===== src/design/ddo_pkg.sv =====
package ddo_pkg;

  localparam int ANGLE_BITS_DEF   = 24;
  localparam int CORDIC_STEPS_DEF = 16;

  localparam int SEP_W  = 20;
  localparam int INV_W  = 24;
  localparam int VEL_W  = 24;
  localparam int DT_W   = 17;
  localparam int POS_W  = 32;
  localparam int CFG_IDX_W  = 2;
  localparam int CFG_DATA_W = 24;

  localparam logic [CFG_IDX_W-1:0] REG_WHEEL_SEPARATION     = 2'd0;
  localparam logic [CFG_IDX_W-1:0] REG_INVERSE_WHEEL_RADIUS = 2'd1;

  localparam logic [SEP_W-1:0] SEP_RESET = 20'd19661;
  localparam logic [INV_W-1:0] INV_RESET = 24'd1310720;

  // 2^32 / (2 pi), rounded
  localparam logic [29:0] INV_TWO_PI_Q32 = 30'd683565276;
  // CORDIC start value, 0.60725293500888 in Q1.30
  localparam logic signed [32:0] CORDIC_START = 33'sd652032874;

  // multiplier operation sequence
  localparam logic [3:0] OP_OFFSET   = 4'd0;
  localparam logic [3:0] OP_LRATE    = 4'd1;
  localparam logic [3:0] OP_LRATE_DT = 4'd2;
  localparam logic [3:0] OP_LTURNS   = 4'd3;
  localparam logic [3:0] OP_RRATE    = 4'd4;
  localparam logic [3:0] OP_RRATE_DT = 4'd5;
  localparam logic [3:0] OP_RTURNS   = 4'd6;
  localparam logic [3:0] OP_DIST     = 4'd7;
  localparam logic [3:0] OP_DX       = 4'd8;
  localparam logic [3:0] OP_DY       = 4'd9;
  localparam logic [3:0] OP_W_DT     = 4'd10;
  localparam logic [3:0] OP_HTURNS   = 4'd11;

  typedef struct packed {
    logic       start;
    logic       b_signed;
    logic [5:0] nbits;
  } mul_req_t;

  function automatic logic [31:0] atan_lut(input logic [4:0] i);
    logic [31:0] r;
    case (i)
      5'd0:    r = 32'h20000000;
      5'd1:    r = 32'h12E4051E;
      5'd2:    r = 32'h09FB385B;
      5'd3:    r = 32'h051111D4;
      5'd4:    r = 32'h028B0D43;
      5'd5:    r = 32'h0145D7E1;
      5'd6:    r = 32'h00A2F61E;
      5'd7:    r = 32'h00517C55;
      5'd8:    r = 32'h0028BE53;
      5'd9:    r = 32'h00145F2F;
      5'd10:   r = 32'h000A2F98;
      5'd11:   r = 32'h000517CC;
      5'd12:   r = 32'h00028BE6;
      5'd13:   r = 32'h000145F3;
      5'd14:   r = 32'h0000A2FA;
      5'd15:   r = 32'h0000517D;
      5'd16:   r = 32'h000028BE;
      5'd17:   r = 32'h0000145F;
      5'd18:   r = 32'h00000A30;
      5'd19:   r = 32'h00000518;
      5'd20:   r = 32'h0000028C;
      5'd21:   r = 32'h00000146;
      5'd22:   r = 32'h000000A3;
      5'd23:   r = 32'h00000051;
      default: r = 32'h00000000;
    endcase
    return r;
  endfunction

endpackage


===== src/design/ddo_mul.sv =====
// Bit-serial shift-add multiplier, one multiplier bit per cycle, product mod 2^64.
module ddo_mul import ddo_pkg::*; (
  input  logic        clk,
  input  logic        rst,
  input  mul_req_t    req,
  input  logic [63:0] a,
  input  logic [31:0] b,
  output logic        done,
  output logic [63:0] prod
);
  logic        busy;
  logic [5:0]  cnt;
  logic [5:0]  nbits;
  logic        b_signed;
  logic [63:0] mcand;
  logic [31:0] mplier;
  logic        last;

  assign last = (cnt == nbits - 6'd1);

  always_ff @(posedge clk) begin
    if (rst) begin
      busy <= 1'b0;
      done <= 1'b0;
      cnt  <= '0;
    end else begin
      done <= 1'b0;
      if (req.start) begin
        busy <= 1'b1;
        cnt  <= '0;
      end else if (busy) begin
        cnt <= cnt + 6'd1;
        if (last) begin
          busy <= 1'b0;
          done <= 1'b1;
        end
      end
    end
  end

  always_ff @(posedge clk) begin
    if (req.start) begin
      prod     <= '0;
      mcand    <= a;
      mplier   <= b;
      nbits    <= req.nbits;
      b_signed <= req.b_signed;
    end else if (busy) begin
      // top bit of a signed multiplier weighs negative
      if (mplier[0]) begin
        if (b_signed && last) prod <= prod - mcand;
        else                  prod <= prod + mcand;
      end
      mcand  <= mcand << 1;
      mplier <= mplier >> 1;
    end
  end
endmodule


===== config.mk =====
export PLATFORM = sky130hd
export DESIGN_NAME = ddo_mul
export DESIGN_NICKNAME = d
export VERILOG_FILES = /design/src/design/ddo_pkg.sv /design/src/design/ddo_mul.sv
export SDC_FILE = /design/constraint.sdc
export NUM_CORES = 1
export LEC_CHECK = 0
export ABC_AREA = 1
export BUFFER_PORTS_ARGS = -buffer_cell sky130_fd_sc_hd__clkbuf_2
export CAP_MARGIN = 15
export CORE_MARGIN = 3
export CORE_UTILIZATION = 45
export CTS_BUF_LIST = sky130_fd_sc_hd__clkbuf_4 sky130_fd_sc_hd__clkbuf_8 sky130_fd_sc_hd__clkbuf_16
export CTS_CLUSTER_SIZE = 40
export DETAILED_ROUTE_END_ITERATION = 10
export GPL_ROUTABILITY_DRIVEN = 1
export MAX_ROUTING_LAYER = met4
export SYNTH_ARGS = -nofsm -noshare
export SYNTH_HDL_FRONTEND = slang
export SYNTH_SLANG_ARGS = --single-unit

===== constraint.sdc =====
create_clock -name clk -period 8.55 [get_ports clk]
set_clock_uncertainty 0.15 [all_clocks]
set_input_delay 1.2825 -clock clk [delete_from_list [all_inputs] [get_ports clk]]
set_output_delay 1.2825 -clock clk [all_outputs]
set_load 0.01 [all_outputs]

==> results summary, run 1 <==
Overall power consumption after layout is estimated at 2.66 mW. The number of vias per cell is between 5 and 6. The pin count of the biggest net entering global routing came out at 115.

The headroom to the max-slew limit is between 20 and 30%. The number of failing hold endpoints at the final stage came out at 0. The startpoint identified for the worst hold timing path is cnt[5]. The area growth from synthesis to final layout is 12.2%.

For this design the static power due to leakage is about 9 nW. STA classifies the critical path endpoint as a register. The post-route fraction of the period consumed by the critical path came out at between 50% and 60%.

The most common cell in the synthesized netlist is nand2_1. The routability congestion estimate is approximately 1.1. The via count of the first global-routing pass came out at 13,800.

The endpoint with the worst hold slack is cnt[5]. In the routed design, unresolved DRC markers number 0. The floorplan step defined a die boundary enclosing about 34,000 um^2. The finished layout holds between 2,000 and 3,000 standard cells, fillers aside. Setup total negative slack on the finished layout was measured at 0 ns.

The synthesized netlist occupies a cell area of approximately 14,000 um^2. The power per cell area is 164 nW/um^2. The number of post-CTS setup repair buffers is 0. Counting the fill cells in the layout gives 3,402. The final non-filler cell area came out at around 16,000 um^2. The type of the worst setup path is reg -> reg. The routed via count is 14,800. The commonest cells after synthesis are nand2_1 (791), inv_1 (361), nor2_1 (321). Measured in cells, the most critical reg-to-reg path has a length of 24. The flow ran to the end, and the final reports show no timing, DRC or antenna violations. The data required time of the worst path is ~9 ns. The clock sink total came out at between 150 and 200.

The top-area cell type share of the netlist area is about a fifth. The final-report setup violation count came out at 0. The post-synthesis cell type with the largest combined area is edfxtp_1. The number of placed instances, taps included is between 2,000 and 3,000. The y dimension of the die came out at 185 um. The core box area came out at 31,600 um^2. By area the synthesized netlist is led by edfxtp_1 (21%), nand2_1 (21%), dfxtp_1 (10%). The H-tree depth came out at 4. The remaining number of nets flagged by the antenna check after routing came out at 0. The minimum setup slack among reg-to-reg paths came out at 3.63 ns.

The number of ports placed on the die boundary came out at between 150 and 200. Max-cap violations in this run came to 0. The first-pass GRT wire length came out at roughly 75,000 um.

The buffer type at the clock tree root is clkbuf_16. The count of different cell masters after synthesis is 39. For this run, the number of Yosys warnings is 0.

The end-of-flow core utilization came out at 51.3%. The average cell area after synthesis came out at 6.23 um^2. The total wirelength of the detailed-routed design is 49,100 um. The clock latency on the worst-skew pair came out at 0.46 ns.

For this run, the total global-route usage over all layers was measured as 29.6%. The number of slew-limit violations in the final report was 0. Setup repair after global routing left no endpoint under its margin.

The transition time at the pin with the least slew margin is between 1 and 1.5 ns. The number of antenna repair diodes is 0. In this run the deepest clock path goes through 2 buffers. The DRC marker count from the first detailed-route iteration came out at roughly 1,300.

The first-pass detailed-route iteration total is 6. The cell area reported after detailed placement came out at 15,700 um^2. The synthesized design contains between 150 and 200 register bits. Measured along the x axis, the die boundary spans 185 um. The clock period minus final worst setup slack came out at between 4 and 5 ns.

The tightest min-delay check is of the reg -> reg type. The placed wire-length estimate is about 40,000 um. For this run, the top clock speed supported by timing is 203 MHz. After global routing the overflow that remains totals 0.

The worst hold slack is ~0.32 ns. Before CTS, the worst setup slack after placement is 3.64 ns. After technology mapping, the gate count stands at around 2,300.

The maximum vdd ir drop is around 0.14 mV. The cell row count came out at 65. The CTS buffer count came out at 17. The count of hold-fix buffers inserted at cts is 0. The sequential area share after synthesis came out at about 31%. Post-CTS repair changed the size of 0 cells. The share of flip-flops with an asynchronous set or reset came out at 0%. The endpoint arrival time on the critical path is ~5.1 ns. The TritonCTS clock tree is yes.

The net count after synthesis is around 2,500. The register clock-pin slew on the reported worst setup and hold paths came out at around 0.08 ns. The peak fanout along the critical path is slightly above 70. The minimum setup slack in the final design came out at about 3.6 ns. The average wire per standard cell is between 15 and 20 um.

The number of antenna violations at the first check in global routing came out at 0. The number of enable-type register cells in the synthesized netlist came out at between 100 and 150. The worst register-to-register path ends at prod[54]. The share of final-layout standard cells stronger than drive strength 1 is between 9 and 10%. The startpoint of the most critical register-to-register path is nbits[0].

The most used flip-flop cell after synthesis is edfxtp_1. Along the worst hold path, the cell count comes to 1. STA classifies the critical path startpoint as a register. For this configuration, the core starts out at a cell density of 45.7%.

The number of nets in the finished design is 2,640. Buffers placed on the I/O ports in this run total between 150 and 200.
where the power goes:
part	switching, mW	leakage [nW]	internal (mW)
combinational	0.534	6.96	0.256
sequential	0.0800	1.64	0.983
clock	0.392	0.286	0.411
cell families after synthesis:
kind of cell	after synthesis	share of synthesized area, %
xor gates and xnor gates	94	5.69
AOI/OAI and AO/OA	245	8.90
DFF	175	31.3
adders and majority gates	67	5.84
and+or+nand+nor	1325	37.2
buffers and inverters	417	11.0
final cells by class:
cell class / count / area, um^2 / share of cell area (%)
Tap cell: 402 / 503 / 3.10
Timing Repair Buffer: 174 / 887 / 5.46
Multi-Input combinational cell: 1731 / 8350 / 51.4
Inverter: 368 / 1380 / 8.51
Sequential cell: 175 / 4530 / 27.9
Clock buffer: 17 / 425 / 2.62
Clock inverter: 15 / 150 / 0.925
state kept, by name (all words and copies together), names as in the netlist:
name	flops
nbits	6
cnt	6
b_signed	1
prod	64
mplier	32
mcand	64
busy	1
done	1
critical path, stage by stage, from the launching register on:
cell      delay (ns)
edfxtp_1        0.41
inv_1           0.13
ha_1            0.22
inv_1           0.05
nand2_1         0.07
nand2_1         0.05
nand2_1         0.06
nand3_1         0.12
nor2_4          0.13
nand4_4         0.73
inv_2           0.51
o21ai_0         0.22
fa_1            0.48
inv_1           0.11
nand3_1         0.07
nand3_1         0.21
nand2_1         0.09
nand2_1         0.14
nand3_1         0.09
nand3b_1        0.25
nand2_1         0.20
nand4_1         0.12
nand3_1         0.08
nand2_1         0.09
inv_1           0.04
cell usage in the layout (no fill, tap or decap), drive strengths merged, types with 2 or more instances in the layout:
cell and instances:
nand2 793, inv 374, nor2 330, clkbuf 186, o21ai 144, nand3 122, edfxtp 103, xor2 92
a21oi 81, dfxtp 72, ha 66, nor3 32, nand4 28, o21bai 11, clkinv 8, or2 6
nor4 5, buf 5, nand3b 4, o31ai 4, o21a 3, and2 3, nor3b 2, xnor2 2
layer usage:
| metal | up-vias | share of wire (%) | track usage, % | wire length (um) |
|---|---|---|---|---|
| met2 | 474 | 44 | 45.7 | 21800 |
| li1 | 7566 | - | - | - |
| met4 | 0 | 2.9 | 9.27 | 1420 |
| met1 | 6695 | 47 | 40.9 | 23300 |
| met3 | 71 | 5.3 | 3.12 | 2600 |
| met5 | - | 0 | - | 0 |
worst max path at each step:
stage,from,end,slack (ns),cells past startpoint
2_1_floorplan,req[7],mcand[0],3.98,4
3_3_place_gp,nbits[0],prod[47],3.71,24
3_5_place_dp,nbits[0],prod[47],3.64,27
4_1_cts,nbits[0],prod[47],3.62,27
5_1_grt,nbits[0],prod[46],3.12,26
6_report,nbits[0],prod[54],3.63,24
Note: power is estimated with default switching activity, not from simulation.
==> run 2, diff against run 1 <==
clock period = 4.7 ns   (was 8.55 ns; I/O delays follow)
==> run 2 against run 1 <==
  * Final area is 0.38% higher
  * Maximum frequency is 13% higher
  * Total power rose by 80%
  * Clock-buffer cell count grew 2
  * Register-to-register slack got worse by 3.3 ns
  * Routed wire length is 0.17% higher
  * Via count is 0.26% higher
  * Sequential share of layout area is 0.11 points lower
  * Combinational power increased by 82%
  * First-iteration DRC count down 4.5%
  * Sequential power up 83%
==> results summary, run 2 (same netlist as run 1, synthesis figures left out) <==
The run finished with clean final reports. The number of slew-limit violations in the final report was 0 (unchanged). The via count of the first global-routing pass came out at 14,000 (+1.3%). The data required time of the worst path came out at 4.91 ns (-3.86 ns). The core box area was 31,600 um^2 (unchanged). The worst setup path is launched from a register. The y dimension of the die is 185 um (unchanged). The total wirelength of the detailed-routed design is 49,200 um (+0.17%). The final setup TNS came out at 0 ns (unchanged). The CTS buffer count is 17 (unchanged). The minimum setup slack among reg-to-reg paths came out at 0.35 ns (-3.28 ns).

The library cell used most frequently in the layout, excluding fill and tap cells, is nand2_1. The clock latency on the worst-skew pair is 0.46 ns (about the same). The register area came to 4530 um^2 (unchanged). The endpoint arrival time on the critical path came out at 4.56 ns (-0.57 ns). The number of vias per cell came out at 5.13 (about the same). The register clock-pin slew on the reported worst setup and hold paths is 0.08 ns (about the same).

The routability congestion estimate came out at 1.04 (-1.4%). The TritonCTS clock tree is yes. The number of ports placed on the die boundary came out at 171 (unchanged). The peak fanout along the critical path came out at 15 (-79%). The final-report setup violation count came out at 0 (unchanged).

The delay of the slowest cell on the worst path came out at 0.39 ns (-0.34 ns). The effective utilization at floorplan is 45.7% (unchanged). The number of buffer cells added on primary ports came out at 170 (unchanged).

The reported leakage power is 8.92 nW (+0.28%). The maximum vdd ir drop is 0.293 mV (+110%). The path category of the worst min-delay check is in -> reg.

The number of post-CTS setup repair buffers is 0 (unchanged). The number of failing hold endpoints at the final stage is 0 (unchanged). The total power draw is 4.78 mW (+80%). The overflow left after global routing is 0 (unchanged). The first-pass GRT wire length came out at 76,100 um (+0.83%).

The kind of end point of the critical path is a register. The routed via count is 14,800 (+0.26%). The H-tree depth is 4 (unchanged).

The remaining number of nets flagged by the antenna check after routing was 0 (unchanged). The transition time at the pin with the least slew margin is 1.08 ns (+0.00751 ns). The worst-case setup slack after placement was 0.435 ns (-3.21 ns).

Leaving out fill and tap cells, the most frequent cells in the layout are nand2_1 (790), inv_1 (361), nor2_1 (321). The overall fraction of global-route tracks in use came to 29.7% (+0.15 points). The power per cell area is 293 nW/um^2 (+79%).

The most numerous cell type found on the critical path is nand2_1. The number of antenna repair diodes came out at 0 (unchanged). The DRC marker count from the first detailed-route iteration came out at 1,214 (-4.5%). The clock sink total came out at 175 (unchanged). The number of buffers on the longest clock path is 2 (unchanged). The cell sitting at the root of the clock tree is a clkbuf_16. The placed wire-length estimate is 40,500 um (+1.1%). The clock period minus final worst setup slack came to 4.35 ns (-0.568 ns). Setup repair after global routing left no endpoint under its margin. The quantity of gates resized following cts is 0 (unchanged). The highest clock frequency the design can meet came out at 230 MHz (+13%). In the final layout, the registers with the most flip-flops are mcand x64, prod x64, mplier x32. The number of antenna violations at the first check in global routing came out at 0 (unchanged). The headroom to the max-slew limit came out at 28.1% (-0.50 points). The post-route fraction of the period consumed by the critical path is 92.5% (+35 points). The area used by multi-input combinational logic came out at 8350 um^2 (unchanged). The total die area came out at 34,300 um^2 (unchanged).

The count of max-cap constraint violations is 0 (unchanged). The count of fill cells added during filler insertion came out at 3,405 (+0.088%). The area growth from synthesis to final layout is 12.6%. The residual DRC count came out at 0 (unchanged). The cell row count came to 65 (unchanged). The count of hold-fix buffers inserted at cts is 0 (unchanged). The number of nets in the finished design was 2,649 (+0.34%).

The pin count of the biggest net entering global routing came out at 117 (+1.7%). The horizontal extent of the die came to 185 um (unchanged). The minimum setup slack in the final design came to 0.352 ns (-3.28 ns). The average wire per standard cell came out at 17.0 um (-0.14%). The critical path is of the reg -> reg type. The share of final-layout standard cells stronger than drive strength 1 came out at 9.96% (+0.33 points).

The slowest stage of the critical path is the edfxtp_1 cell. The first-pass detailed-route iteration total is 9 (+3). Traced cell by cell, the critical path runs through inv_1 -> ha_1 -> xor2_1 -> nand3_1 -> nor2_4 -> nand4_4 -> buf_4 -> nand2_1 -> xor2_1 -> ha_1 -> nand2_1 -> inv_1 -> nand2_1 -> nand2_1 -> a21oi_1 -> nand2_1 -> nand2_1 -> nand2_1 -> nand2_1 -> nand3_1 -> nand2_1 -> nand3_1 -> nand2_1 -> inv_1.
==> run 2: path summary, 6_finish.rpt <==
path / startpoint / end / cells past startpoint
worst max-delay path: nbits[0] / prod[50] / 24
worst max register to register: nbits[0] / prod[50] / 24
worst min register to register: cnt[5] / cnt[5] / 1
worst min-delay path: req[4] / nbits[4] / 1
==> run 2: power breakdown <==
| part | internal, mW | total [mW] | switching [mW] | leakage [nW] |
|---|---|---|---|---|
| Sequential | 1.79 | 1.94 | 0.147 | 1.64 |
| Combinational | 0.473 | 1.44 | 0.971 | 7.01 |
| Clock | 0.699 | 1.40 | 0.698 | 0.257 |
| Total | 2.96 | 4.78 | 1.82 | 8.92 |
==> run 2: layout make-up <==
cell class | count | area share [%]
multi-input cells | 1731 | 51.3
flip-flops and latches | 175 | 27.8
inverters | 368 | 8.48
repair buffers | 183 | 6.01
well taps | 402 | 3.09
clock buffers | 19 | 2.70
clock inverters | 13 | 0.637
==> run 2: layer usage <==
metal	GRT usage [%]	share of wire, %
met4	7.92	2.4
met5	-	0
met3	3.55	6.2
met2	45.8	44
met1	41.5	47
==> run 2: stage by stage <==
step | hold slack (ns) | util (%) | instances | instance area [um^2]
after global routing | 0.261 | 51.5 | 2891 | 16300
final | 0.279 | 51.5 | 2891 | 16300
after detailed placement | 0.349 | 49.8 | 2859 | 15800
after CTS | 0.261 | 51.5 | 2891 | 16300
after floorplan | 0.294 | - | 2323 | 14500
after global placement | 0.348 | 49.8 | 2859 | 15800
==> run 2: critical path, delay by kind of cell (launching register included) <==
family	cells	cell delay, ns
AOI/OAI and AO/OA	1	0.13
xor gates and xnor gates	2	0.51
adders and majority gates	2	0.60
buffers and inverters	4	0.52
DFF	1	0.39
and+or+nand+nor	15	1.91
